**config.mk**
```make
export PLATFORM = sky130hd
export DESIGN_NAME = line_crc_check_char_encoder_core
export DESIGN_NICKNAME = d
export VERILOG_FILES = /design/src/rtl/lcce_pkg.sv /design/src/rtl/line_crc_check_char_encoder_core.sv /design/src/rtl/lcce_crc_stage.sv /design/src/rtl/lcce_div216.sv /design/src/rtl/lcce_char_stage.sv
export VERILOG_INCLUDE_DIRS = /design/src /design/src/rtl
export SDC_FILE = /design/constraint.sdc
export NUM_CORES = 1
export LEC_CHECK = 0
export ABC_AREA = 1
export BUFFER_PORTS_ARGS = -buffer_cell sky130_fd_sc_hd__buf_2
export CELL_PAD_IN_SITES_DETAIL_PLACEMENT = 1
export CELL_PAD_IN_SITES_GLOBAL_PLACEMENT = 1
export CORE_MARGIN = 3
export CORE_UTILIZATION = 30
export DETAILED_ROUTE_END_ITERATION = 8
export GPL_TIMING_DRIVEN = 0
export PLACE_DENSITY = 0.56
export SETUP_SLACK_MARGIN = 0.5
export SYNTH_ARGS = -nofsm -noshare
export SYNTH_HDL_FRONTEND = slang
export SYNTH_SLANG_ARGS = --single-unit
```
**constraint.sdc**
```tcl
create_clock -name aclk -period 8.8 [get_ports aclk]
set_clock_uncertainty 0.05 [all_clocks]
set_input_delay 0 -clock aclk [delete_from_list [all_inputs] [get_ports aclk]]
set_output_delay 0 -clock aclk [all_outputs]
set_load 0.005 [all_outputs]
```
**src/rtl/line_crc_check_char_encoder_core_assert.svh**
```systemverilog
// assertion helpers for the rtl file that checks its own logic
`ifndef LINE_CRC_CHECK_CHAR_ENCODER_CORE_ASSERT_SVH
`define LINE_CRC_CHECK_CHAR_ENCODER_CORE_ASSERT_SVH

// same-cycle implication, checked on every rising edge out of reset
`define LCCE_ASSERT_SAME(label, ante, cons) \
    label: assert property (@(posedge aclk) disable iff (!aresetn) (ante) |-> (cons)) \
        else $error("lcce assertion failed");

// next-cycle implication, checked on every rising edge out of reset
`define LCCE_ASSERT_NEXT(label, ante, cons) \
    label: assert property (@(posedge aclk) disable iff (!aresetn) (ante) |=> (cons)) \
        else $error("lcce assertion failed");

`endif

```
**src/rtl/lcce_pkg.sv**
```systemverilog
package lcce_pkg;

    localparam logic [15:0] CRC_POLY  = 16'h1021;
    localparam logic [15:0] LOW_MASK  = 16'h7fff;
    // 216 = 8 * 27; the odd factor is divided through a scaled reciprocal
    localparam logic [11:0] RECIP_27  = 12'd2427;
    localparam logic [5:0]  RADIX_ODD = 6'd27;

    // crc word handed from the crc stage to the character stage
    typedef struct packed {
        logic        valid;
        logic [15:0] crc;
    } crc_req_t;

    // remainder of h << 16 under the polynomial
    function automatic logic [15:0] crc_table_entry(input logic [7:0] h);
        logic [15:0] r;
        r = {h, 8'h00};
        for (int k = 0; k < 8; k++) begin
            if (r[15]) begin
                r = {r[14:0], 1'b0} ^ CRC_POLY;
            end else begin
                r = {r[14:0], 1'b0};
            end
        end
        return r;
    endfunction

    // digit 0..215 to printable symbol, skipping 0x2a, 0x7f, 0x91 and 0x93
    function automatic logic [7:0] code_symbol(input logic [7:0] d);
        logic [7:0] s;
        if (d < 8'd9) begin
            s = d + 8'h21;
        end else if (d < 8'd93) begin
            s = d + 8'h22;
        end else if (d < 8'd110) begin
            s = d + 8'h23;
        end else if (d == 8'd110) begin
            s = 8'h92;
        end else begin
            s = d + 8'h25;
        end
        return s;
    endfunction

endpackage

```
**src/rtl/line_crc_check_char_encoder_core.sv**
```systemverilog
// crc-16 (poly 0x1021, augmented form) check character encoder
//
// input channel s_*: one message byte per request, s_last_byte marks the
// final byte. the accumulator starts at zero and returns to zero after the
// final byte, so the next byte opens a new message.
// result channel m_*: one request per message, carrying the full crc and
// three printable check characters (low and high base-216 digits of the
// crc masked to 15 bits, and the mini digit of the full crc).
// throughput: one byte per cycle while s_ready is high, the crc update on
// the accumulator register being combinational.
// the final crc is registered in the crc stage, then divided, encoded and
// registered again in the divide and symbol stage.
// reset (aresetn low, synchronous) clears the accumulator and both valids.
// when the receiver stalls, each stage holds one request; bytes not marked
// last are taken as long as the crc stage can advance, and the input
// stalls once both stages hold a result.
module line_crc_check_char_encoder_core import lcce_pkg::*; (
    input  logic        aclk,
    input  logic        aresetn,
    input  logic        s_valid,
    output logic        s_ready,
    input  logic [7:0]  s_data_byte,
    input  logic        s_last_byte,
    output logic        m_valid,
    input  logic        m_ready,
    output logic [15:0] m_crc_value,
    output logic [7:0]  m_low_check_char,
    output logic [7:0]  m_high_check_char,
    output logic [7:0]  m_mini_check_char
);

    crc_req_t crc_req;
    logic     char_take;

    lcce_crc_stage u_crc (
        .aclk        (aclk),
        .aresetn     (aresetn),
        .s_valid     (s_valid),
        .s_ready     (s_ready),
        .s_data_byte (s_data_byte),
        .s_last_byte (s_last_byte),
        .take        (char_take),
        .req         (crc_req)
    );

    lcce_char_stage u_char (
        .aclk              (aclk),
        .aresetn           (aresetn),
        .req               (crc_req),
        .take              (char_take),
        .m_valid           (m_valid),
        .m_ready           (m_ready),
        .m_crc_value       (m_crc_value),
        .m_low_check_char  (m_low_check_char),
        .m_high_check_char (m_high_check_char),
        .m_mini_check_char (m_mini_check_char)
    );

`include "line_crc_check_char_encoder_core_assert.svh"

    // a final byte always yields a crc request in the next cycle
    `LCCE_ASSERT_NEXT(a_last_to_crc, s_valid && s_ready && s_last_byte, crc_req.valid)
    // a blocked crc request keeps its word
    `LCCE_ASSERT_NEXT(a_crc_hold, crc_req.valid && !char_take,
        crc_req.valid && $stable(crc_req.crc))
    // a crc request taken by the character stage shows up on the output
    `LCCE_ASSERT_NEXT(a_crc_to_out, crc_req.valid && char_take, m_valid)

endmodule

```
**src/rtl/lcce_crc_stage.sv**
```systemverilog
module lcce_crc_stage import lcce_pkg::*; (
    input  logic       aclk,
    input  logic       aresetn,
    input  logic       s_valid,
    output logic       s_ready,
    input  logic [7:0] s_data_byte,
    input  logic       s_last_byte,
    input  logic       take,
    output crc_req_t   req
);

    logic [15:0] acc_reg, acc_next;
    logic        crc_valid_reg, crc_valid_next;
    logic [15:0] crc_word_reg, crc_word_next;
    logic [15:0] crc_calc;
    logic        accept;

    assign s_ready  = !crc_valid_reg || take;
    assign accept   = s_valid && s_ready;
    assign crc_calc = crc_table_entry(acc_reg[15:8]) ^ {acc_reg[7:0], s_data_byte};

    always_comb begin
        acc_next       = acc_reg;
        crc_valid_next = crc_valid_reg;
        crc_word_next  = crc_word_reg;
        if (s_ready) begin
            crc_valid_next = s_valid && s_last_byte;
        end
        if (accept) begin
            // end of message restarts the accumulator
            acc_next = s_last_byte ? 16'h0000 : crc_calc;
            if (s_last_byte) begin
                crc_word_next = crc_calc;
            end
        end
    end

    always_ff @(posedge aclk) begin
        if (!aresetn) begin
            acc_reg       <= 16'h0000;
            crc_valid_reg <= 1'b0;
        end else begin
            acc_reg       <= acc_next;
            crc_valid_reg <= crc_valid_next;
        end
        crc_word_reg <= crc_word_next;
    end

    assign req.valid = crc_valid_reg;
    assign req.crc   = crc_word_reg;

endmodule

```
**src/rtl/lcce_div216.sv**
```systemverilog
module lcce_div216 import lcce_pkg::*; (
    input  logic [15:0] value,
    output logic [8:0]  quo,
    output logic [7:0]  rem
);

    logic [12:0] y;
    logic [24:0] prod;
    logic [8:0]  q_est;
    logic [12:0] q_times;
    logic [12:0] r_est;

    // value / 216 = (value >> 3) / 27, low three bits go to the remainder
    assign y     = value[15:3];
    assign prod  = {12'd0, y} * {13'd0, RECIP_27};
    assign q_est = prod[24:16];
    // q * 27 as shifts and adds
    assign q_times = {q_est, 4'b0000} + {1'b0, q_est, 3'b000}
                   + {3'b000, q_est, 1'b0} + {4'b0000, q_est};
    assign r_est = y - q_times;

    // estimate is exact or one short
    always_comb begin
        if (r_est >= {7'd0, RADIX_ODD}) begin
            quo = q_est + 9'd1;
            rem = {r_est[4:0] - RADIX_ODD[4:0], value[2:0]};
        end else begin
            quo = q_est;
            rem = {r_est[4:0], value[2:0]};
        end
    end

endmodule

```
**src/rtl/lcce_char_stage.sv**
```systemverilog
module lcce_char_stage import lcce_pkg::*; (
    input  logic        aclk,
    input  logic        aresetn,
    input  crc_req_t    req,
    output logic        take,
    output logic        m_valid,
    input  logic        m_ready,
    output logic [15:0] m_crc_value,
    output logic [7:0]  m_low_check_char,
    output logic [7:0]  m_high_check_char,
    output logic [7:0]  m_mini_check_char
);

    logic        m_valid_reg, m_valid_next;
    logic [15:0] crc_reg;
    logic [7:0]  low_reg, high_reg, mini_reg;
    logic [15:0] low_part;
    logic [8:0]  low_quo, full_quo;
    logic [7:0]  low_rem, full_rem;
    logic        load;

    assign take     = !m_valid_reg || m_ready;
    assign load     = take && req.valid;
    assign low_part = req.crc & LOW_MASK;

    lcce_div216 u_div_low (
        .value (low_part),
        .quo   (low_quo),
        .rem   (low_rem)
    );

    lcce_div216 u_div_full (
        .value (req.crc),
        .quo   (full_quo),
        .rem   (full_rem)
    );

    always_comb begin
        m_valid_next = m_valid_reg;
        if (take) begin
            m_valid_next = req.valid;
        end
    end

    always_ff @(posedge aclk) begin
        if (!aresetn) begin
            m_valid_reg <= 1'b0;
        end else begin
            m_valid_reg <= m_valid_next;
        end
        if (load) begin
            crc_reg  <= req.crc;
            low_reg  <= code_symbol(low_rem);
            // masked quotient stays below 216
            high_reg <= code_symbol(low_quo[7:0]);
            mini_reg <= code_symbol(full_rem);
        end
    end

    // full quotient is not part of the result
    logic unused_quo;
    assign unused_quo = ^{full_quo, low_quo[8]};

    assign m_valid           = m_valid_reg;
    assign m_crc_value       = crc_reg;
    assign m_low_check_char  = low_reg;
    assign m_high_check_char = high_reg;
    assign m_mini_check_char = mini_reg;

endmodule

```
==> results.json, run 1 <==
{
  "rsz0062_at_grt": "yes",
  "yosysSeqAreaShare_pct": 16.6,
  "drtIter0Drc": 359,
  "drc": 0,
  "worst_pin_slew_ns": 0.923,
  "timing.fmax_ghz": 0.108,
  "fin_ws_ns": -0.464,
  "row_count": 73,
  "worstPathRequired_ns": 8.86,
  "hold_viol_final": 0,
  "r2r-start": "u_crc.crc_word_reg[10]",
  "clock_latency_ns": 0.36,
  "top_level_ports": 55,
  "route.antenna.remaining_nets": 0,
  "wl_mm": 40.3,
  "cts_tree": "yes",
  "placed_area_mm2": 0.0136,
  "area_growth_pct": 33.0,
  "synthTopCellsByArea": "fa_1 18%, ha_1 16%, edfxtp_1 14%",
  "synth_cells": 1633,
  "fp.coreArea_mm2": 0.0402,
  "critical_path.slowest_cell": "fa_1",
  "relSlewSlack_pct": 38.3,
  "cts_sinks": 74,
  "status": "finished with violations",
  "vias_per_cell": 4.74,
  "synthFlopType": "edfxtp_1",
  "clockBufferDepth": 2,
  "path_max_fanout": 6,
  "fin_area_mm2": 0.0164,
  "synth_top_cell_by_area": "fa_1",
  "final_nets": 2143,
  "die-height_um": 209,
  "post-dp-hpwl_mm": 30.1,
  "period_minus_slack_ns": 9.26,
  "ys_async_sr_fraction_pct": 0,
  "post-route-period-util_pct": 105,
  "cts_made_buffers": 9,
  "critPathMostFrequentCell": "fa_1",
  "cts_htree_levels": 3,
  "cp-end-kind": "flop",
  "die_x_um": 209,
  "hp-start": "s_data_byte[7]",
  "startpoint": "u_crc.crc_word_reg[10]",
  "grt_pass1_vias": 12200,
  "syn_area_mm2": 0.0123,
  "hold_class": "input port to flop",
  "drv_cap": 0,
  "gp_congestion": 0.821,
  "grt_pass1_wl_mm": 63.9,
  "ys_warn_count": 0,
  "critPathKind": "flop to flop",
  "syn-mean-instance-area_um2": 7.55,
  "slowest_delay_ns": 0.57,
  "antenna_found_initial": 0,
  "io_buffers": 54,
  "cp-start-kind": "flop",
  "ys_ff_latch": 74,
  "grt_max_degree": 24,
  "initial_utilization_pct": 30.7,
  "synth_cell_types": 47,
  "grt_overflow": 0,
  "post_drt_wl_per_cell_um": 16.9,
  "num_vias": 11300,
  "critical_path_arrival_ns": 9.33,
  "drive_gt1_share_pct": 28.7,
  "synthesis.nets": 1918,
  "clkTransAtPathRegs_ns": 0.07,
  "yosysMostFrequentCell": "nand2_1",
  "synth_edf_count": 56,
  "finalSetupViolCount": 24,
  "synth_commonest_cells": "390 x nand2_1, 314 x inv_1, 162 x ha_1, 117 x nor2_1, 110 x fa_1",
  "cts-root-buf": "clkbuf_16",
  "diodes": 0,
  "dieArea_mm2": 0.0436,
  "synth_top_area_share_pct": 17.8,
  "violations": "setup timing",
  "finalMaxSlewViolations": 0,
  "gr-usage-all-layers_pct": 18.3,
  "first_pass_iters": 4,
  "reg2reg_slack_ns": -0.46
}
-- stage by stage --
step / setup slack [ns] / hold slack (ns) / utilization, % / setup TNS [ns] / instances
after floorplan: -0.135 / 0.103 / - / -0.691 / 1633
after CTS: -0.466 / 0.0401 / 37.8 / -5.63 / 2324
after global placement: -1.83 / 0.226 / 33.8 / -28.52 / 2212
final: -0.464 / 0.0587 / 40.8 / -7.81 / 2388
after detailed placement: -1.95 / 0.275 / 33.9 / -30.47 / 2213
after global routing: -0.993 / 0.0694 / 40.8 / -18.82 / 2388
-- layer usage --
layer  routed length, um  vias to the layer above  share of wire [%]  global-route usage [%]
li1                    -                     5615                  -                       -
met1               18500                     5570                 46                    24.0
met2               20300                      107                 50                    32.3
met3                 958                       23                2.4                    2.60
met4                 522                        0                1.3                    3.30
met5                   0                        -                  0                       0
-- critical path: cells and delay by family, from the launching register on --
family          cells  cell delay, ns
buf+inv             6            0.69
flops               1            0.42
compound gates     11            1.68
simple gates       16            1.57
xor+xnor            2            0.34
fa+ha+maj          10            4.22
-- layout make-up --
type / instances / area [um2]
Sequential cell: 74 / 2040
Multi-Input combinational cell: 1214 / 10400
Tap cell: 525 / 657
Fill cell: 4849 / 23800
Timing Repair Buffer: 211 / 1680
Inverter: 340 / 1330
Clock buffer: 12 / 268
Clock inverter: 4 / 32.5
Buffer: 8 / 48.8
-- path summary, 6_finish.rpt --
check                                     end  cells after the start
setup / recovery  u_char.m_mini_check_char[1]                     45
hold / removal               u_crc.acc_reg[7]                      5
setup reg to reg  u_char.m_mini_check_char[1]                     45
hold reg to reg              u_crc.acc_reg[9]                      2
-- placed cells by master (no fill, tap or decap), types with 13 or more instances in the layout --
cell type / count
nand3_1: 79
dfxtp_1: 18
buf_6: 24
nor2_1: 90
ha_4: 20
nand3_2: 25
o21ai_1: 18
inv_2: 35
nor2_4: 23
a21oi_1: 42
ha_1: 138
o21ai_0: 16
inv_1: 288
buf_2: 54
buf_4: 113
xnor2_1: 14
xor2_1: 46
nand2_4: 44
nand2_1: 324
nor2_2: 19
nand2_2: 56
a21oi_2: 13
nand4_1: 31
edfxtp_1: 56
fa_1: 104
-- timing repair --
item                                   4_1_cts  5_1_grt
setup endpoints to repair                   24       24
gates cloned                                 2        1
setup buffers                               81       63
hold buffers                                12        0
pin swaps                                   65       78
endpoints found under the hold margin       15        0
resized for setup                          115      191
-- cells by family (layout without fill, tap and decap cells) --
group / Yosys count / count (layout) / share of synthesized area (%)
AO/OA/AOI/OAI: 148 / 148 / 7.21
AND/OR/NAND/NOR: 721 / 724 / 26.0
buffers and inverters: 348 / 575 / 10.7
XOR/XNOR: 70 / 70 / 5.29
flip-flops: 74 / 74 / 16.6
adder cells (fa/ha/maj): 272 / 272 / 34.3
Power of run 1 is not shown: default switching activity piles up to over one toggle a cycle in this logic, so the estimate is an artifact.
==> inputs of run 2 (changes only) <==
--- a/config.mk
+++ b/config.mk
@@ -14,7 +14,7 @@
 export CORE_UTILIZATION = 30
 export DETAILED_ROUTE_END_ITERATION = 8
 export GPL_TIMING_DRIVEN = 0
-export PLACE_DENSITY = 0.56
+export PLACE_DENSITY = 0.54
 export SETUP_SLACK_MARGIN = 0.5
 export SYNTH_ARGS = -nofsm -noshare
 export SYNTH_HDL_FRONTEND = slang
==> constraint.sdc (replaced) <==
create_clock -name aclk -period 11.6 [get_ports aclk]
set_clock_uncertainty 0.05 [all_clocks]
set_input_delay 0 -clock aclk [delete_from_list [all_inputs] [get_ports aclk]]
set_output_delay 0 -clock aclk [all_outputs]
set_load 0.005 [all_outputs]
==> run 2 against run 1 <==
- the flow now finishes without violations
- clock-buffer cell count decreased by 3
- sequential share of layout area grew 2.1 points
- core utilization down 5.9 points
- sequential cell count did not move
- maximum frequency shrank 10%
- first-iteration DRC count decreased by 17%
- wire length fell by 9.7%
- setup slack better by 1.8 ns
- critical path depth up 1
- via count is 6.3% lower
- critical path type unchanged
- critical endpoint is now u_char.m_mini_check_char[2]
==> results.json, run 2 (synthesis results as in run 1) <==
{
  "clock_latency_ns": 0.36,
  "post-route-period-util_pct": 88.7,
  "gp_congestion": 0.827,
  "initial_utilization_pct": 30.7,
  "final_nets": 2031,
  "critical_path_arrival_ns": 10.37,
  "critical_path.slowest_cell": "edfxtp_1",
  "clkTransAtPathRegs_ns": 0.07,
  "finalSetupViolCount": 0,
  "drive_gt1_share_pct": 12.3,
  "cts_tree": "yes",
  "vias_per_cell": 4.66,
  "io_buffers": 54,
  "critPathKind": "flop to flop",
  "drv_cap": 0,
  "gr-usage-all-layers_pct": 17.1,
  "final_cells": 2276,
  "worstPathRequired_ns": 11.67,
  "row_count": 73,
  "cts_htree_levels": 3,
  "rsz0062_at_grt": "no",
  "hold_class": "input port to flop",
  "hold_viol_final": 0,
  "status": "finished, final reports clean",
  "dp.cells": 2213,
  "cts_made_buffers": 9,
  "timing.fmax_ghz": 0.0971,
  "final_core_util_pct": 34.9,
  "fillers": 4975,
  "grt_pass1_wl_mm": 60.2,
  "final_cell_mix": "390 x nand2_1, 314 x inv_1, 162 x ha_1",
  "finalMaxSlewViolations": 0,
  "cts_sinks": 74,
  "cp-end-kind": "flop",
  "wl_mm": 36.4,
  "clockBufferDepth": 2,
  "fp.coreArea_mm2": 0.0402,
  "grt_max_degree": 29,
  "post_drt_wl_per_cell_um": 16.0,
  "area_growth_pct": 13.7,
  "num_vias": 10600,
  "slowest_delay_ns": 0.56,
  "antenna_found_initial": 1,
  "dieArea_mm2": 0.0436,
  "diodes": 0,
  "first_pass_iters": 4,
  "critPathMostFrequentCell": "fa_1",
  "die_x_um": 209,
  "drtIter0Drc": 299,
  "grt_pass1_vias": 11200,
  "grt_overflow": 0,
  "drc": 0,
  "setup-tns-final_ns": 0,
  "top_level_ports": 55,
  "relSlewSlack_pct": 44.9,
  "final_common_cell": "nand2_1",
  "post-dp-hpwl_mm": 30.0,
  "period_minus_slack_ns": 10.29,
  "die-height_um": 209,
  "path_max_fanout": 9,
  "worst_pin_slew_ns": 0.824,
  "whs_ns": 0.0543,
  "route.antenna.remaining_nets": 0,
  "cts-root-buf": "clkbuf_16",
  "cp-start-kind": "flop"
}
run 2: changes by cell type in the layout (fill, tap and decap cells not counted), moves of 26 or more:
cell / delta
buf_4: -80
nand2_1: +66
nand2_4: -38
nand2_2: -28
nor2_1: +27
inv_1: +26
run 2: stage by stage:
| step | cell area (um2) | worst slack, ns |
|---|---|---|
| global route | 14000 | 0.488 |
| global placement | 13300 | 0.253 |
| detailed placement | 13300 | 0.206 |
| finish | 14000 | 1.31 |
| CTS | 13800 | 0.554 |
| floorplan | 12300 | 2.37 |
run 2: critical path, delay by kind of cell, from the launching register on:
kind | cells | cell delay, ns
adder cells (fa/ha/maj) | 10 | 4.17
AND/OR/NAND/NOR | 18 | 2.21
AO/OA/AOI/OAI | 9 | 1.78
buffers and inverters | 7 | 0.87
flip-flops | 1 | 0.56
XOR/XNOR | 2 | 0.42
run 2: timing repair:
action / 4_1_cts / 5_1_grt
setup buffers: 9 / 26
endpoints found under the hold margin: 16 / 0
setup endpoints to repair: 8 / 12
gates resized for setup: 0 / 9
pin swaps: 0 / 1
hold buffers: 12 / 0
run 2: path summary, 6_finish.rpt:
| check | from | endpoint | slack, ns | depth (start not counted) |
|---|---|---|---|---|
| setup / recovery | u_crc.crc_word_reg[8] | u_char.m_mini_check_char[2] | 1.31 | 46 |
| hold / removal | s_data_byte[7] | u_crc.acc_reg[7] | 0.05 | 5 |
| setup reg to reg | u_crc.crc_word_reg[8] | u_char.m_mini_check_char[2] | 1.31 | 46 |
| hold reg to reg | u_crc.acc_reg[5] | u_crc.acc_reg[5] | 0.43 | 2 |
run 2: cell type report:
| class | count | area, um2 | area share, % |
|---|---|---|---|
| Clock inverter | 7 | 63.8 | 0.455 |
| Multi-Input combinational cell | 1211 | 9020 | 64.3 |
| Inverter | 340 | 1280 | 9.10 |
| Timing Repair Buffer | 102 | 698 | 4.98 |
| Tap cell | 525 | 657 | 4.68 |
| Clock buffer | 9 | 225 | 1.61 |
| Sequential cell | 74 | 2040 | 14.6 |
| Buffer | 8 | 41.3 | 0.294 |
run 2: per-layer routing:
layer	track usage, %	share of wire [%]
met1	23.5	49
met2	29.7	48
met3	1.98	2.2
met4	2.61	0.80
met5	0	0
Power of run 2 is left out for the same reason.
==> inputs of run 3 (changes only) <==
--- a/config.mk
+++ b/config.mk
@@ -6,7 +6,7 @@
 export SDC_FILE = /design/constraint.sdc
 export NUM_CORES = 1
 export LEC_CHECK = 0
-export ABC_AREA = 1
+export ABC_AREA = 0
 export BUFFER_PORTS_ARGS = -buffer_cell sky130_fd_sc_hd__buf_2
 export CELL_PAD_IN_SITES_DETAIL_PLACEMENT = 1
 export CELL_PAD_IN_SITES_GLOBAL_PLACEMENT = 1
@@ -14,7 +14,7 @@
 export CORE_UTILIZATION = 30
 export DETAILED_ROUTE_END_ITERATION = 8
 export GPL_TIMING_DRIVEN = 0
-export PLACE_DENSITY = 0.54
+export PLACE_DENSITY = 0.52
 export SETUP_SLACK_MARGIN = 0.5
 export SYNTH_ARGS = -nofsm -noshare
 export SYNTH_HDL_FRONTEND = slang
==> run 3 against run 2 <==
- die area decreased by 4.1%
- non-clock buffer count rose by 39
- global-route usage is 0.17 points lower
- sequential share of layout area increased by 0.29 points
- setup slack got worse by 0.25 ns
- via count shrank 10%
- clock-buffer cell count increased by 1
- synthesized area decreased by 4.2%
- critical endpoint is now u_char.m_high_check_char[6]
==> results.json, run 3 <==
{
  "status": "finished, final reports clean",
  "synth_top_family_by_area": "adder cells",
  "hold_class": "input port to flop",
  "post_drt_wl_per_cell_um": 17.5,
  "finalSetupViolCount": 0,
  "cts_htree_levels": 3,
  "fillers": 4570,
  "final_nets": 1694,
  "path_max_fanout": 10,
  "antenna_found_initial": 0,
  "drv_cap": 0,
  "hold_depth": 3,
  "synth_commonest_cells": "201 x inv_1, 162 x ha_1, 110 x fa_1, 82 x nor2_1, 80 x a21oi_1",
  "timing.fmax_ghz": 0.0948,
  "fp.coreArea_mm2": 0.0387,
  "critPathKind": "flop to flop",
  "clockBufferDepth": 2,
  "period_minus_slack_ns": 10.55,
  "drtIter0Drc": 285,
  "yosysSeqAreaShare_pct": 17.3,
  "hold_viol_final": 0,
  "synth_xor_area_share_pct": 8.27,
  "relSlewSlack_pct": 34.7,
  "min_to": "u_crc.crc_word_reg[5]",
  "dp.cells": 1853,
  "synth_cell_types": 97,
  "grt_max_degree": 31,
  "cts_tree": "yes",
  "dieArea_mm2": 0.0418,
  "syn-mean-instance-area_um2": 9.23,
  "synth_top_cell_by_area": "fa_1",
  "initial_utilization_pct": 30.5,
  "synth_edf_count": 56,
  "diodes": 0,
  "worst_pin_slew_ns": 0.968,
  "path_delay_family": "adder cells",
  "clkTransAtPathRegs_ns": 0.06,
  "slowest_delay_ns": 0.56,
  "worstPathRequired_ns": 11.67,
  "die-height_um": 204,
  "yosys.area_share.simple_pct": 12.5,
  "top_level_ports": 55,
  "cts_sinks": 74,
  "reg2regPathDepth": 40,
  "final_core_util_pct": 35.5,
  "post-dp-hpwl_mm": 26.4,
  "r2r-start": "u_crc.crc_word_reg[5]",
  "clock_latency_ns": 0.36,
  "die_x_um": 204,
  "grt_pass1_wl_mm": 55.7,
  "crit_buf_inv": 11,
  "post-route-period-util_pct": 90.9,
  "final_common_cell": "inv_1",
  "rsz0062_at_grt": "yes",
  "grt_pass1_vias": 10200,
  "synthTopCellsByArea": "fa_1 19%, ha_1 17%, edfxtp_1 14%",
  "area_growth_pct": 16.4,
  "drive_gt1_share_pct": 15.7,
  "synthesis.nets": 1565,
  "wl_mm": 33.8,
  "synth_compound_area_share_pct": 16.7,
  "ys_ff_latch": 74,
  "critical_path.slowest_cell": "fa_1",
  "vias_per_cell": 4.92,
  "cts-root-buf": "clkbuf_16",
  "r2r_end": "u_char.m_high_check_char[6]",
  "drc": 0,
  "synth_cells": 1280,
  "syn_area_mm2": 0.0118,
  "critPathMostFrequentCell": "fa_1",
  "ys_warn_count": 0,
  "cp-start-kind": "flop",
  "route.antenna.remaining_nets": 0,
  "hp-start": "s_data_byte[5]",
  "ys_async_sr_fraction_pct": 0,
  "synthFlopType": "edfxtp_1",
  "gr-usage-all-layers_pct": 17.0,
  "critical_path_arrival_ns": 10.62,
  "synthAdderAreaFrac_pct": 35.9,
  "reg2reg_slack_ns": 1.05,
  "synth_mux_area_share_pct": 1.45,
  "setup-tns-final_ns": 0,
  "synth_top_area_share_pct": 18.6,
  "gp_congestion": 0.772,
  "yosysMostFrequentCell": "inv_1",
  "finalMaxSlewViolations": 0,
  "io_buffers": 54,
  "final_cell_mix": "199 x inv_1, 160 x ha_1, 110 x fa_1",
  "cts_made_buffers": 9,
  "cp-end-kind": "flop",
  "final_cells": 1932,
  "first_pass_iters": 4,
  "row_count": 72,
  "num_vias": 9502,
  "grt_overflow": 0
}
## run 3: layer usage
metal  share of wire [%]  up-vias  track usage [%]
met2                  48       81             28.3
met4                 1.1        0             3.27
met3                 2.1       21             2.55
li1                    -     4673                -
met5                   0        -                0
met1                  49     4727             23.5
## run 3: how the worst max path moves through the flow
stage                                 startpoint                          end  slack [ns]  cells past startpoint
after floorplan           u_crc.crc_word_reg[13]  u_char.m_high_check_char[6]        1.17                     39
after global placement    u_crc.crc_word_reg[13]  u_char.m_high_check_char[3]       -0.58                     35
after detailed placement  u_crc.crc_word_reg[13]  u_char.m_high_check_char[3]       -0.72                     35
after CTS                 u_crc.crc_word_reg[12]  u_char.m_high_check_char[3]        0.47                     38
after global routing      u_crc.crc_word_reg[12]  u_char.m_high_check_char[6]        0.48                     39
final                      u_crc.crc_word_reg[5]  u_char.m_high_check_char[6]        1.05                     40
## run 3: timing repair
| item | CTS | global route |
|---|---|---|
| endpoints found under the setup margin | 24 | 23 |
| pin swaps | 3 | 12 |
| hold endpoints to repair | 18 | 0 |
| hold buffers | 8 | 0 |
| gates resized for setup | 15 | 41 |
| setup buffers | 38 | 17 |
## run 3: cell families (layout without fill, tap and decap cells)
group / count (synthesis) / after routing
xor gates and xnor gates: 106 / 106
DFF: 74 / 74
AOI/OAI and AO/OA: 286 / 286
muxes: 16 / 16
and+or+nand+nor: 289 / 289
adders and majority gates: 273 / 273
buffers and inverters: 236 / 370
## run 3: layout make-up
cell class                 count  area (um2)  share of cell area (%)
inverter                     205         777                    5.65
sequential                    74        2040                    14.8
buffer                        31         174                    1.26
multi-input combinational    970        9060                    65.9
clock buffer                  10         229                    1.67
timing repair buffer         118         783                    5.70
tap                          518         648                    4.71
clock inverter                 6        38.8                   0.282
## run 3: tightest hold or removal path, stage by stage
cell and delay [ns]:
buf_2 0.09, xor2_1 0.08, xnor2_1 0.18
## run 3: per-stage QoR
step / worst slack [ns] / area [um2] / hold slack, ns
floorplan: 1.17 / 11800 / 0.0782
global placement: -0.578 / 12700 / 0.295
detailed placement: -0.719 / 12800 / 0.287
CTS: 0.471 / 13500 / 0.0298
global route: 0.483 / 13800 / 0.0608
finish: 1.05 / 13800 / 0.0513
Power of run 3 is left out for the same reason.
